--- src/rtl/tbna_pkg.sv ---
// tbna_pkg: shared types and constants of the tree bitmap number allocator
// used by the interfaces, the control sequencer and the top level

package tbna_pkg;

   localparam int DEF_CAPACITY = 1024;

   localparam int REQ_W = 2;
   localparam int NUM_W = 10;
   localparam int CFG_W = 11;

   localparam logic [CFG_W-1:0] MAX_NUMBERS_RESET = 11'd1024;

   localparam logic [REQ_W-1:0] REQ_GET     = 2'd0;
   localparam logic [REQ_W-1:0] REQ_CHECK   = 2'd1;
   localparam logic [REQ_W-1:0] REQ_RELEASE = 2'd2;

   typedef enum logic [2:0] {
      ST_IDLE,
      ST_ROOT,
      ST_DESCEND,
      ST_ASCEND,
      ST_CHECK,
      ST_DONE
   } ctrl_state_type;

   typedef struct packed {
      logic [NUM_W-1:0] granted_number;
      logic             success;
      logic             out_of_range;
   } rsp_type;

endpackage

--- src/rtl/tbna_init.sv ---
// tbna_init: rebuild sweep that writes every tree node after reset or a count write
// a node is free when the first leaf under it lies below the active count

module tbna_init import tbna_pkg::*; #(
   parameter int CAPACITY = DEF_CAPACITY,
   localparam int LW = $clog2(CAPACITY),
   localparam int AW = LW + 1,
   localparam int CW = (AW > CFG_W) ? AW : CFG_W
) (
   input  logic          clock,
   input  logic          reset,
   input  logic          start,
   input  logic [CW-1:0] active_count,
   output logic          busy,
   output logic          wr_en,
   output logic [AW-1:0] wr_addr,
   output logic          wr_data
);

   localparam logic [AW-1:0] LEAF_SPAN = AW'(2**LW);
   localparam logic [AW-1:0] LAST_NODE = '1;

   logic          busy_ff, busy_in;
   logic [AW-1:0] node_ff, node_in;
   logic [AW-1:0] first_ff, first_in;
   logic [AW-1:0] step_ff, step_in;
   logic [AW-1:0] first_next;

   assign first_next = first_ff + step_ff;

   always_comb begin
      busy_in  = busy_ff;
      node_in  = node_ff;
      first_in = first_ff;
      step_in  = step_ff;
      if (start) begin
         busy_in  = 1'b1;
         node_in  = AW'(1);
         first_in = '0;
         step_in  = LEAF_SPAN;
      end else if (busy_ff) begin
         node_in = node_ff + AW'(1);
         if (node_ff == LAST_NODE) begin
            busy_in = 1'b0;
         end
         // end of a tree level: next level starts at leaf 0 with half the span
         if (first_next == LEAF_SPAN) begin
            first_in = '0;
            step_in  = step_ff >> 1;
         end else begin
            first_in = first_next;
         end
      end
   end

   always_ff @(posedge clock) begin
      if (reset) begin
         busy_ff  <= 1'b1;
         node_ff  <= AW'(1);
         first_ff <= '0;
         step_ff  <= LEAF_SPAN;
      end else begin
         busy_ff  <= busy_in;
         node_ff  <= node_in;
         first_ff <= first_in;
         step_ff  <= step_in;
      end
   end

   assign busy    = busy_ff;
   assign wr_en   = busy_ff && !start;
   assign wr_addr = node_ff;
   assign wr_data = CW'(first_ff) < active_count;

endmodule

--- config.mk ---
export PLATFORM = sky130hd
export DESIGN_NAME = tbna_init
export DESIGN_NICKNAME = d
export VERILOG_FILES = /design/src/rtl/tbna_pkg.sv /design/src/rtl/tbna_init.sv
export SDC_FILE = /design/constraint.sdc
export NUM_CORES = 1
export LEC_CHECK = 0
export BUFFER_PORTS_ARGS = -buffer_cell sky130_fd_sc_hd__buf_2
export CORE_UTILIZATION = 57
export DETAILED_ROUTE_END_ITERATION = 8
export PLACE_DENSITY = 0.87
export SKIP_LAST_GASP = 1
export SYNTH_ARGS = -nofsm -noshare
export SYNTH_HDL_FRONTEND = slang
export SYNTH_SLANG_ARGS = --single-unit
export TNS_END_PERCENT = 50
--- constraint.sdc ---
create_clock -name clock -period 3.3 [get_ports clock]
set_input_delay 0.495 -clock clock [delete_from_list [all_inputs] [get_ports clock]]
set_output_delay 0.495 -clock clock [all_outputs]
set_load 0.03 [all_outputs]
# ---- Word-level counts from Yosys, hierarchy flattened
# Cells that the tools add are included.
dict set report totals {
  register_bits 34
  word_cells 16
  mem_bits_ro 0
  memories 0
  latchBits 0
  out_inout_bits 14
  ram_bits 0
}
dict set report op_classes {
  add_sub_neg 2
  bitwise_logic 0
  div 0
  muxes 3
  eq_ne 2
  order_cmp 1
  n_reduce_logical 4
  shift 0
  mul 0
}
# cell n
set op_table {}
lappend op_table {{11-bit == test (second input constant)} 2}
lappend op_table {{11-bit by 1-bit adder with 11-bit output (second input constant)} 1}
lappend op_table {{11-bit adder} 1}
lappend op_table {{11-bit < comparator} 1}
lappend op_table {{11-bit 2-to-1 mux} 1}
lappend op_table {{1-bit 2-to-1 mux} 2}
lappend op_table {{2-bit AND reduction} 1}
lappend op_table {{2-bit OR reduction} 1}
lappend op_table {{1-bit logical AND} 1}
lappend op_table {{1-bit logical NOT} 1}

# ---- Longest topological paths before layout
# Gate-level depths: netlist of run 1.
dict set report logic_depth {
  depth_word 3
  ltp_mapped 11
}

# ---- Worst setup path after synthesis of run 1
# Ideal clock, no wire load.
dict set report synth_path {
  path_type {input -> output}
  startpoint {in active_count[1]}
  endpoint {out wr_data}
  cell_stages 8
  path_buffers 0
  t_arrival_ns 2.116
  slack_ns 0.689
  path_cell_list {inv_1 ha_1 a21oi_1 nor2b_1 o21ai_0 o2bb2ai_1 o21ai_0 a221oi_1}
}
dict set report synth_via {
  elab_chain_cells 1
}
# item line
set synth_rtl {}
lappend synth_rtl {{from (decl)} tbna_init.sv:13} ;# input logic [CW-1:0] active_count,
lappend synth_rtl {{11-bit < comparator} tbna_init.sv:73} ;# assign wr_data = CW'(first_ff) < active_count;
lappend synth_rtl {{to (decl)} tbna_init.sv:17} ;# output logic wr_data
# No other way between the ends.

# ---- Final worst setup path of run 1
dict set report layout_path {
  startpoint {reg first_ff[0]}
  endpoint {reg step_ff[4]}
}
dict set report layout_via {
  elab_chain_cells 3
}
# item line
set layout_rtl {}
lappend layout_rtl {{from (decl)} tbna_init.sv:25} ;# logic [AW-1:0] first_ff, first_in;
lappend layout_rtl {{from (signal assigned)} tbna_init.sv:65} ;# first_ff <= first_in;
lappend layout_rtl {{11-bit adder} tbna_init.sv:29} ;# assign first_next = first_ff + step_ff;
lappend layout_rtl {{11-bit == test} tbna_init.sv:47} ;# if (first_next == LEAF_SPAN) begin
lappend layout_rtl {{2-bit AND reduction (no source line)} n/a}
lappend layout_rtl {{to (signal assigned)} tbna_init.sv:66} ;# step_ff <= step_in;
lappend layout_rtl {{to (decl)} tbna_init.sv:26} ;# logic [AW-1:0] step_ff, step_in;
# No other way between the ends.
# A chain may end at the register's enable or synchronous reset.

==> run summary, run 1 <==
The ratio of cells with drive above 1 in the final layout was 0.168; the number of instances resized during post-cts repair was 0. The first-pass iteration count of the detailed router is 4, and the total core area is 3360 sq um. The via-per-instance ratio is 5.73, and the highest attainable clock frequency is 351 MHz.

The cell type group with the largest total delay on the critical path was compound AO/OA/AOI/OAI gates. The final weighted congestion in routability-driven placement was 0.875. Once detail routing completed, the nets flagged for antenna violations numbered 0. The worst hold margin came out at 473 ps. Counting along the longest clock path gives a buffer depth of 2. Global routing finished with a remaining overflow of 0. The run finished with clean final reports. The logs give 1.03 nW for the static power due to leakage and 5 for the number of CTS-inserted buffers. The fraction of synthesized cell area taken by the top area cell type was 0.335; the power density relative to cell area was 392 nW/um^2.

For the final routed database, the setup TNS stands at 0 ps. The count of buffer and inverter cells on the critical path is 1. The critical path crosses 10 cells after its start point. The repair_antennas step left the layout with diodes totalling 0. The clock drives 34 sinks. Averaged over all synthesized cells, the footprint is 8.75 sq um. The switching share of power is 0.305, and the number of global-route vias before repair is 1601. Yosys printed 0 warnings. Setup repair after global routing left no endpoint under its margin. The sequential area share after synthesis is 0.335. 28 I/O pins were placed. Max-cap violations in this run came to 0. VDD sags by at most 0.313 mV.

TritonCTS built the clock tree. The tools report the combined global-route utilization of all metal layers as 0.245. The first global-routing pass estimated 6690 microns of wire. The run gives 0 as the initial antenna violation count. Summed over all nets, the half-perimeter wirelength after detailed placement is 3200 microns. The die height is 61.7 microns, and the number of distinct library cells after synthesis is 42. STA classifies the critical path endpoint as a flop. The async set-or-reset flop fraction in the synthesized netlist is 0.

Clock-pin slew was measured on the worst setup and hold paths at 100 ps. Yosys mapped a number of flops with a built-in enable equal to 0. In the final design database the tool counted 297 nets.

The tools report the final number of max-transition violations as 0. Buffers placed on the I/O ports in this run total 27. The share of the cycle needed by the critical path after routing is 0.862. Dividing the detail-routed wire length by the instance count gives 13.4 microns. The worst register-to-register path has a depth of 10. From left edge to right edge, the die measures 61.7 microns. The total number of vias was 1764; the number of nets produced by synthesis was 268. For the worst setup path, the data arrival time is 3110 ps. The slew at the pin closest to its max-slew limit works out to 852 ps. By area the synthesized netlist is led by sky130_fd_sc_hd__dfxtp_1, sky130_fd_sc_hd__ha_1, sky130_fd_sc_hd__mux2i_1. The number of buffers inserted for hold repair after clock tree synthesis is 0. The run gives 0.430 as the worst-case headroom to the max-slew limit. For the required time of the worst setup path, the log shows 3570 ps.

The run gives 0 as the DRC violation count after routing. After technology mapping, the gate count stands at 232. The maximum net fanout on the critical path was 11; the internal power contribution was 0.618 mW. Counting instances in the post-synthesis netlist gives the leading cell types as sky130_fd_sc_hd__dfxtp_1, sky130_fd_sc_hd__nor2_1, sky130_fd_sc_hd__ha_1. The path class of the tightest hold or removal check is reg -> reg. The run gives 22 as the pin count of the biggest net entering global routing. The number of DRC markers after the initial detailed-route iteration was 59; the placement row count was 21.

The capture point of the critical path was step_ff[4]. The synthesis-stage register bit count came out at 34. The fraction of power consumed by combinational cells is 0.224. In this run the cell area of the synthesized design comes to 2030 sq um. Share of total power in the clock network: 0.284. The critical path goes through ha_1, inv_1, fa_1, nand2b_1, a211o_1, a311oi_1, a211oi_1, nand4_1, a211o_1, mux2i_1. The tools report the end of the worst register-to-register path as step_ff[4]. The maximum level of the CTS H-tree came out at 2. Total wirelength of the detailed-routed design: 4140 microns. After layout, the minimum clock period comes to 2850 ps.

The logs give 0 for the hold violation total from the final report and 350 ps for the later-pin clock latency in the skew report. The number of failing setup endpoints in the final timing report came out at 0. In the synthesized netlist the dominant register cell turns out to be sky130_fd_sc_hd__dfxtp_1.

The area of the die was 3810 sq um. For the starting density of the core, the log shows 0.604. Tracing the worst setup path back leads to its startpoint at first_ff[0].

Counting stages on the worst path, the most repeated cell is sky130_fd_sc_hd__a211o_1. By startpoint and endpoint, the worst setup path is classified as reg -> reg. CTS placed an instance of sky130_fd_sc_hd__clkbuf_4 at the clock tree root. For this design the total switching power over the nets is 0.271 mW. The kind of start point of the critical path was a flop. The largest single stage delay on the critical path is 440 ps. The startpoint of the worst-slack reg-to-reg timing path is first_ff[0]. The run gives 0.492 as the sequential group share of total power. sky130_fd_sc_hd__dfxtp_1 takes more of the synthesized area than any other cell. From synthesis to final layout, the design area changed by 11.5%.

The clock arrives with 17.6 ps of skew. For flop-to-flop paths, the worst setup slack is 450 ps. The largest individual stage delay along the critical path comes from the cell sky130_fd_sc_hd__a211o_1. Among all cell types in the netlist, the one instantiated most often is sky130_fd_sc_hd__dfxtp_1. After clock tree synthesis, the setup repair step added 0 buffers.
-- through the flow --
stage / instance area [sq um] / setup slack (ps) / cells / utilization / power, mW
floorplan: 2030 / 689 / 232 / - / 0.627
global placement: 2200 / 532 / 300 / 0.654 / 0.643
detailed placement: 2200 / 459 / 300 / 0.654 / 0.646
CTS: 2260 / 465 / 308 / 0.673 / 0.891
global route: 2260 / 203 / 308 / 0.673 / 0.938
finish: 2260 / 454 / 308 / 0.673 / 0.888
-- power by group through the flow --
| stage | Sequential [mW] | Clock, mW | Combinational [mW] |
|---|---|---|---|
| 2_1_floorplan | 0.446 | 0 | 0.180 |
| 3_3_place_gp | 0.446 | 0 | 0.196 |
| 3_5_place_dp | 0.447 | 0 | 0.199 |
| 4_1_cts | 0.437 | 0.255 | 0.199 |
| 5_1_grt | 0.439 | 0.280 | 0.219 |
| 6_report | 0.437 | 0.253 | 0.199 |
-- flip-flops by register name, indices dropped and copies added (netlist names) --
name	count
first_ff	11
wr_addr	11
busy	1
step_ff	11
-- tightest hold or removal path: cells and delay by family (launching register included) --
family           cells  cell delay (ps)
flip-flops           1              320
multiplexers         1               60
AND/OR/NAND/NOR      1               50
-- layout make-up --
cell class / count / area [sq um]
Tap cell: 46 / 57.6
Timing Repair Buffer: 28 / 143
Inverter: 19 / 71.3
Clock buffer: 6 / 51.3
Fill cell: 298 / 1100
Sequential cell: 34 / 681
Clock inverter: 2 / 12.5
Multi-Input combinational cell: 173 / 1250
-- cells by family after synthesis --
| logic type | Yosys count | share of synthesized area |
|---|---|---|
| fa+ha+maj | 22 | 0.139 |
| xor+xnor | 14 | 0.0604 |
| compound gates | 49 | 0.170 |
| flops | 34 | 0.335 |
| buf+inv | 25 | 0.0499 |
| mux | 16 | 0.0789 |
| simple gates | 72 | 0.166 |
-- per-layer routing --
metal / global-route usage / part of all wire
met5: 0 / 0
met4: 0.0825 / 0.015
met3: 0.0714 / 0.061
met2: 0.415 / 0.48
met1: 0.298 / 0.44
-- layout by cell type, fill, tap and decap left out, types with 2 or more instances in the layout --
cell,instances
sky130_fd_sc_hd__a211o_1,3
sky130_fd_sc_hd__o21a_1,3
sky130_fd_sc_hd__nand2_1,19
sky130_fd_sc_hd__nand2b_1,2
sky130_fd_sc_hd__nor2_1,24
sky130_fd_sc_hd__a211oi_1,3
sky130_fd_sc_hd__dfxtp_1,34
sky130_fd_sc_hd__inv_1,18
sky130_fd_sc_hd__a21o_1,2
sky130_fd_sc_hd__nand3_1,7
sky130_fd_sc_hd__ha_1,21
sky130_fd_sc_hd__o2bb2ai_1,2
sky130_fd_sc_hd__xnor2_1,9
sky130_fd_sc_hd__nand4_1,5
sky130_fd_sc_hd__buf_2,27
sky130_fd_sc_hd__clkbuf_4,5
sky130_fd_sc_hd__or3_1,4
sky130_fd_sc_hd__xor2_1,5
sky130_fd_sc_hd__o21ai_0,10
sky130_fd_sc_hd__nor2b_1,2
sky130_fd_sc_hd__a21oi_2,2
sky130_fd_sc_hd__nor3_1,5
sky130_fd_sc_hd__mux2i_1,16
sky130_fd_sc_hd__a21oi_1,13
-- worst min path at each step --
stage	depth (start not counted)	start	slack, ps	to
final	2	step_ff[0]	470	step_ff[0]
after global routing	2	step_ff[0]	510	step_ff[0]
after CTS	2	step_ff[0]	480	step_ff[0]
after detailed placement	2	step_ff[0]	460	step_ff[0]
after global placement	2	step_ff[0]	460	step_ff[0]
after floorplan	2	step_ff[0]	440	step_ff[0]
Power figures use the tool's default switching activity.
==> run 2: changes to the inputs <==
Settings changed: RECOVER_POWER set to 100.
==> run 2 against run 1 <==
Worst hold slack got worse by 0.78 ps; sequential power is essentially flat; core utilization fell by 0.93 points; register-to-register slack got worse by 70 ps; largest power group unchanged; highest routed layer unchanged.
==> run summary, run 2 (synthesized netlist as in run 1, its figures left out) <==
The run finished with clean final reports. Entering global routing, the biggest net connects 22 pins. The hold violation total from the final report was 0.

The I/O pin count was 28; the DRC violation count after routing was 0. For the worst-skew pair, the clock arrives at the later sink with an insertion delay of 350 ps. The switching share of power was 0.306; the final number of max-transition violations was 0.

In this run the worst path has a maximum fanout of 11. The worst path in the final design needs a cycle of 2920 ps, including I/O delays and setup. Setup violations remaining at the end of the flow were counted as 0. The worst-case IR drop observed on VDD is 0.315 mV. For the final routed database, the setup TNS stands at 0 ps. The worst setup path is launched from a flop. The first global-routing pass estimated 6690 microns of wire. The most common cell after layout, fill and taps aside was sky130_fd_sc_hd__dfxtp_1. The run gives 0 as the leftover overflow at the end of global routing. CTS placed an instance of sky130_fd_sc_hd__clkbuf_4 at the clock tree root.

Summed over all nets, the switching power comes to 0.272 mW. The analysis attributes to cell leakage a power of 0.975 nW. The fraction of power consumed by combinational cells is 0.222. The run gives 0.286 as the share of total power in the clock network.

Before CTS, the worst setup slack after placement is 459 ps. The share of the core filled with cells in the final layout is 0.664, and the number of sinks handled by clock tree synthesis is 34. Row generation in the floorplan step produced 21 rows. The category of the worst setup path capture point is a flop. CTS built an H-tree with a depth of 2. The share of the cycle needed by the critical path after routing is 0.885. The tools report the hold path startpoint as step_ff[0]. The slew at the pin closest to its max-slew limit was 822 ps; the final weighted congestion in routability-driven placement was 0.875.

Number of buffers inserted for hold repair after clock tree synthesis: 0. Post-synthesis to final-layout area growth: 9.98%. The number of antenna diodes in the final layout is 0. Leaving out fill and tap cells, the most frequent cells in the layout are sky130_fd_sc_hd__dfxtp_1, sky130_fd_sc_hd__nor2_1, sky130_fd_sc_hd__ha_1. The worst register-to-register path begins at first_ff[0]. STA puts the critical path data required time at 3560 ps. The worst hold path passes through 2 cells. The number of maximum-capacitance constraint violations came out at 0.

The initial antenna violation count is 0. For the setup clock skew after layout, the log shows 19.6 ps. The die height was 61.7 microns. The worst-case headroom to the max-slew limit was 0.450. Setup repair after global routing left no endpoint under its margin. The run gives 0.604 as the starting density of the core. The setup slack on the worst flop-to-flop path was 380 ps. For hold timing, the worst endpoint is step_ff[0]. Final layout net count: 297.

The via-per-instance ratio was 5.67; the number of DRC markers after the initial detailed-route iteration was 54. Power spread over the standard cell area amounts to 398 nW/um^2. The number of port buffers was 27. Detailed routing inserted a total of 1746 vias.

The worst path meets setup with 380 ps of slack. The die is 61.7 microns wide. The endpoint identified for the worst register-to-register timing path is step_ff[10]. For the total core area, the log shows 3360 sq um. The critical path in this run is classified as reg -> reg. The clock edge transition at the registers on the reported setup and hold paths was 110 ps; the filler cell count was 315.

For the area of the die, the log shows 3810 sq um. After clock tree synthesis, the setup repair step added 0 buffers. The ratio of cells with drive above 1 in the final layout was 0.0992. The detail route stage leaves a number of antenna-violating nets equal to 0. The wire length per cell was 13.3 microns. The run gives 0.492 as the sequential group share of total power. Before antenna repair, the detailed router went through 4 iterations. The run gives 1601 as the number of global-route vias before repair. Clock tree synthesis inserted a total of 5 buffers.

The logs give 4080 microns for the total wirelength of the detailed-routed design and 2 for the deepest clock path buffer count. The run gives 0.245 as the combined global-route utilization of all metal layers. Based on the critical path, the design can be clocked at up to 342 MHz. The worst hold-check path type is reg -> reg.

The detailed placement HPWL came out at 3200 microns. After clock tree synthesis, the repair step resized 0 gates. TritonCTS built the clock tree. The number of cells on the worst reg-to-reg path is 10. The internal power contribution came out at 0.617 mW. Data on the critical path arrives at its endpoint at 3180 ps.
## run 2: cell types whose count changed in the layout (fill, tap and decap cells not counted)
cell	previous run	this run
sky130_fd_sc_hd__buf_4	1	0
sky130_fd_sc_hd__a211oi_1	3	4
sky130_fd_sc_hd__a21oi_2	2	1
sky130_fd_sc_hd__a21oi_1	13	14
sky130_fd_sc_hd__clkbuf_1	0	16
sky130_fd_sc_hd__a211oi_2	1	0
sky130_fd_sc_hd__buf_2	27	12
## run 2: critical path, cell delays in order, from the launching register on
cell,delay [ps]
sky130_fd_sc_hd__dfxtp_1,350
sky130_fd_sc_hd__ha_1,190
sky130_fd_sc_hd__inv_1,60
sky130_fd_sc_hd__fa_1,390
sky130_fd_sc_hd__nand2b_1,200
sky130_fd_sc_hd__a211oi_1,370
sky130_fd_sc_hd__o31ai_1,140
sky130_fd_sc_hd__a211oi_1,250
sky130_fd_sc_hd__nand4_1,140
sky130_fd_sc_hd__a211o_1,500
sky130_fd_sc_hd__a21o_1,250
## run 2: worst max path at each step
stage | slack (ps) | endpoint | start | depth (start not counted)
final | 380 | step_ff[10] | first_ff[0] | 10
after global routing | 140 | step_ff[4] | first_ff[0] | 10
after CTS | 470 | step_ff[10] | first_ff[0] | 10
after detailed placement | 460 | step_ff[10] | first_ff[0] | 10
after global placement | 530 | step_ff[10] | first_ff[0] | 10
after floorplan | 690 | wr_data | active_count[1] | 8
## run 2: routing by layer
layer,global-route usage,share of wire,up-vias
li1,-,-,876
met1,0.298,0.44,802
met2,0.415,0.47,61
met3,0.0714,0.067,7
met4,0.0825,0.014,0
met5,0,0,-
## run 2: metrics by stage
step	cell area, sq um	hold WS, ps	total power [mW]	std cells
final	2230	472	0.889	308
after global routing	2230	511	0.937	308
after CTS	2260	478	0.891	308
after detailed placement	2200	464	0.646	300
after global placement	2200	457	0.643	300
after floorplan	2030	442	0.627	232
## run 2: layout make-up
class,count,area [sq um],area share
multi-input cells,173,1240,0.555
flip-flops and latches,34,681,0.305
repair buffers,28,120,0.0538
inverters,19,71.3,0.0319
well taps,46,57.6,0.0258
clock buffers,6,51.3,0.0230
clock inverters,2,12.5,0.00560
## run 2: power by group through the flow
stage,combinational (mW),sequential [mW],clock [mW]
after floorplan,0.180,0.446,0
after global placement,0.196,0.446,0
after detailed placement,0.199,0.447,0
after CTS,0.199,0.437,0.255
after global routing,0.218,0.439,0.280
final,0.197,0.437,0.254
==> run 3: changes to the inputs <==
Settings changed: ABC_AREA set to 1, CORE_UTILIZATION 57 to 58.
==> run 3 against run 2 <==
Wire length rose by 39%; core utilization is 0.63 points lower; via count is 41% higher; power rose by 72%; worst hold slack better by 26 ps; clock power rose by 26%; sequential cell count stayed put; largest cell class unchanged.
==> run summary, run 3 <==
Dividing the synthesized area by the synthesized cell count gives 6.37 sq um. After global routing the overflow that remains totals 0. The run gives 377 as the number of cells produced by synthesis. In the final routed layout, each cell accounts on average for 12.5 microns. The worst-case headroom to the max-slew limit is 0.574, and the area fraction in compound gates after synthesis is 0.0875. The final critical-path required period works out to 2670 ps. The startpoint-to-endpoint class of the critical path is reg -> reg.

The number of diodes was 0; the number of synthesized flops with an enable pin was 0. The post-synthesis share of cell area spent on xor and xnor gates came out at 0.0109. Excluding fillers, the count of instances in the completed layout stands at 456. The number of sinks handled by clock tree synthesis is 34, and the clock edge transition at the registers on the reported setup and hold paths is 70 ps.

The hold violation total from the final report was 0. Tracing the worst setup path back leads to its startpoint at first_ff[0]. Fill cells in the final layout number 379. In this run the count of I/O pins placed on the die edge is 28.

The combinational family with the most area after synthesis is simple AND/OR/NAND/NOR gates. The logs give 2 for the maximum level of the CTS H-tree and 4 for the first-pass iteration count of the detailed router. The yosys synthesis warning count came out at 0. The category of the worst setup path capture point was a flop. The slew at the pin closest to its max-slew limit works out to 639 ps.

The worst hold-check path type is reg -> reg. At the end of routability-driven placement, the weighted congestion stood at 0.970. The number of DRC markers after the initial detailed-route iteration was 201; the placement row count was 23. The tools report the number of failing setup endpoints in the final timing report as 0.

The run gives 5690 microns as the total wirelength of the detailed-routed design. The fraction of synthesized cell area taken by the top area cell type was 0.283. For the final number of max-transition violations, the log shows 0. Once the clock tree was built, the resizer swapped 0 gates to a different size.

The post-synthesis to final-layout area growth came out at 9.53%. The kind of start point of the critical path is a flop. Clock tree synthesis selected as its root buffer the cell sky130_fd_sc_hd__clkbuf_8. The ratio of cells with drive above 1 in the final layout works out to 0.0813.

The startpoint of the worst-slack reg-to-reg timing path is first_ff[0]. By instance count, the leading cell after synthesis is sky130_fd_sc_hd__nand2_1. No sink is reached through more buffers than the 2 on the longest clock path.

Entering global routing, the biggest net connects 20 pins. By area the synthesized netlist is led by sky130_fd_sc_hd__dfxtp_1, sky130_fd_sc_hd__nand2_1, sky130_fd_sc_hd__ha_1. The run gives 0 as the number of buffers inserted by post-CTS setup repair.

In this run the cell area of the synthesized design comes to 2400 sq um. The run gives 0.413 mV as the maximum vdd ir drop. The wire length of the first global-routing pass was 9890 microns; the total placed cells including tap cells was 448.

In the routed layout, each cell is associated on average with a via count of 5.39. The run finished with clean final reports. In this run the most critical hold path is launched from first_ff[0]. The tools report the setup slack on the worst flop-to-flop path as 630 ps. The floorplan step set the die width to 66.4 microns. The logs give 2890 ps for the arrival time reported for the critical path endpoint and 3520 ps for the required time of the worst setup path. The async set-or-reset flop fraction in the synthesized netlist works out to 0. Post-synthesis adder-cell area fraction: 0.118. The die covers 4400 sq um.

For this run, design rule violations remaining after detail routing come to 0. The tools report the total core area as 4000 sq um. The simple-gate share of the synthesized area is 0.383. The setup slack at placement is 657 ps. The number of global-route vias before repair was 2309; the maximum net fanout on the critical path was 11.

The cell type with the highest aggregate area in the netlist is sky130_fd_sc_hd__dfxtp_1. The run gives 413 as the number of nets produced by synthesis. Summed over all nets, the half-perimeter wirelength after detailed placement is 4400 microns.

The starting density of the core is 0.601, and the initial antenna violation count is 0. TritonCTS built the clock tree. The number of port buffers is 27. The commonest cells after synthesis are sky130_fd_sc_hd__nand2_1, sky130_fd_sc_hd__inv_1, sky130_fd_sc_hd__nor2_1.

The routed layout has 2458 vias. The share of the cycle needed by the critical path after routing was 0.809; the highest attainable clock frequency was 375 MHz. In this run, post-CTS hold repair placed 0 buffers. The final layout contains 441 nets. The synthesized design contains 34 register bits.

The tool flagged a number of max-cap violations equal to 0. For the worst-skew pair, the clock arrives at the later sink with an insertion delay of 290 ps. Summed over all failing endpoints, the final setup total negative slack is 0 ps.

The die height came out at 66.4 microns. Setup repair after global routing left no endpoint under its margin. Counting distinct cell types in the post-synthesis netlist gives 32. The number of CTS-inserted buffers is 5. For the final database, setup skew stands at 5.92 ps. The mux contribution to synthesized area works out to 0. In the layout the commonest cells are sky130_fd_sc_hd__nand2_1, sky130_fd_sc_hd__inv_1, sky130_fd_sc_hd__nor2_1.

Dividing total power by cell area gives a power density of 582 nW/um^2. The logs give 0.283 for the sequential area share after synthesis and 1.34 nW for the static power due to leakage. The run gives 0.298 as the combined global-route utilization of all metal layers. In the synthesized netlist the dominant register cell turns out to be sky130_fd_sc_hd__dfxtp_1. The most common cell after layout, fill and taps aside was sky130_fd_sc_hd__nand2_1.

The count of nets left with antenna violations once routing finished came out at 0. The worst path meets setup with 630 ps of slack.
run 3: cell types whose count changed in the layout (fill, tap and decap cells not counted), sizes merged, moves of 4 or more:
cell,previous run,this run
xnor2,9,1
inv,18,64
nor2,24,45
nand2,19,103
nand4,5,9
mux2i,16,0
nand3,7,38
or3,4,0
a21oi,15,26
run 3: cell type report:
type / count / area, sq um / area share
clock buffer: 7 / 86.3 / 0.0328
clock inverter: 1 / 5.00 / 0.00190
inverter: 64 / 240 / 0.0913
multi-input combinational: 271 / 1430 / 0.543
sequential: 34 / 681 / 0.259
tap: 50 / 62.6 / 0.0238
timing repair buffer: 29 / 129 / 0.0490
run 3: power by group:
group	internal, mW	leakage (nW)	total [mW]	switching, mW
Sequential	0.458	0.276	0.501	0.0431
Clock	0.168	0.0482	0.321	0.153
Combinational	0.248	1.02	0.709	0.461
Total	0.874	1.34	1.53	0.657
run 3: logic make-up after synthesis:
logic type,after synthesis
and+or+nand+nor,207
buffers and inverters,72
AOI/OAI and AO/OA,39
DFF,34
adders and majority gates,22
xor gates and xnor gates,3
run 3: final timing paths:
path | end | cells after the start
worst max-delay path | step_ff[5] | 14
worst max register to register | step_ff[5] | 14
worst min register to register | first_ff[0] | 2
worst min-delay path | first_ff[0] | 2
run 3: per-stage QoR:
stage	utilization	power (mW)	cell area [sq um]	hold slack (ps)
floorplan	-	1.10	2400	458
global placement	0.643	1.19	2570	467
detailed placement	0.643	1.22	2570	486
CTS	0.666	1.54	2670	497
global route	0.658	1.66	2630	507
finish	0.658	1.53	2630	498
run 3: routing by layer:
metal  global-route usage  up-vias  share of wire
met4                0.154        0          0.038
met5                    0        -              0
met1                0.365     1106           0.43
met3               0.0466       16          0.054
met2                0.500       76           0.47
li1                     -     1260              -
run 3: critical path, cell delays in order (launching register included):
cell	delay [ps]
sky130_fd_sc_hd__dfxtp_1	360
sky130_fd_sc_hd__ha_1	240
sky130_fd_sc_hd__inv_1	70
sky130_fd_sc_hd__fa_1	480
sky130_fd_sc_hd__inv_1	50
sky130_fd_sc_hd__or2_2	260
sky130_fd_sc_hd__nor2_1	130
sky130_fd_sc_hd__nand3_1	100
sky130_fd_sc_hd__nor2_1	90
sky130_fd_sc_hd__nand2_1	60
sky130_fd_sc_hd__nor2_1	110
sky130_fd_sc_hd__nand3_2	100
sky130_fd_sc_hd__nor2_2	350
sky130_fd_sc_hd__nor2_1	80
sky130_fd_sc_hd__nor2_1	120
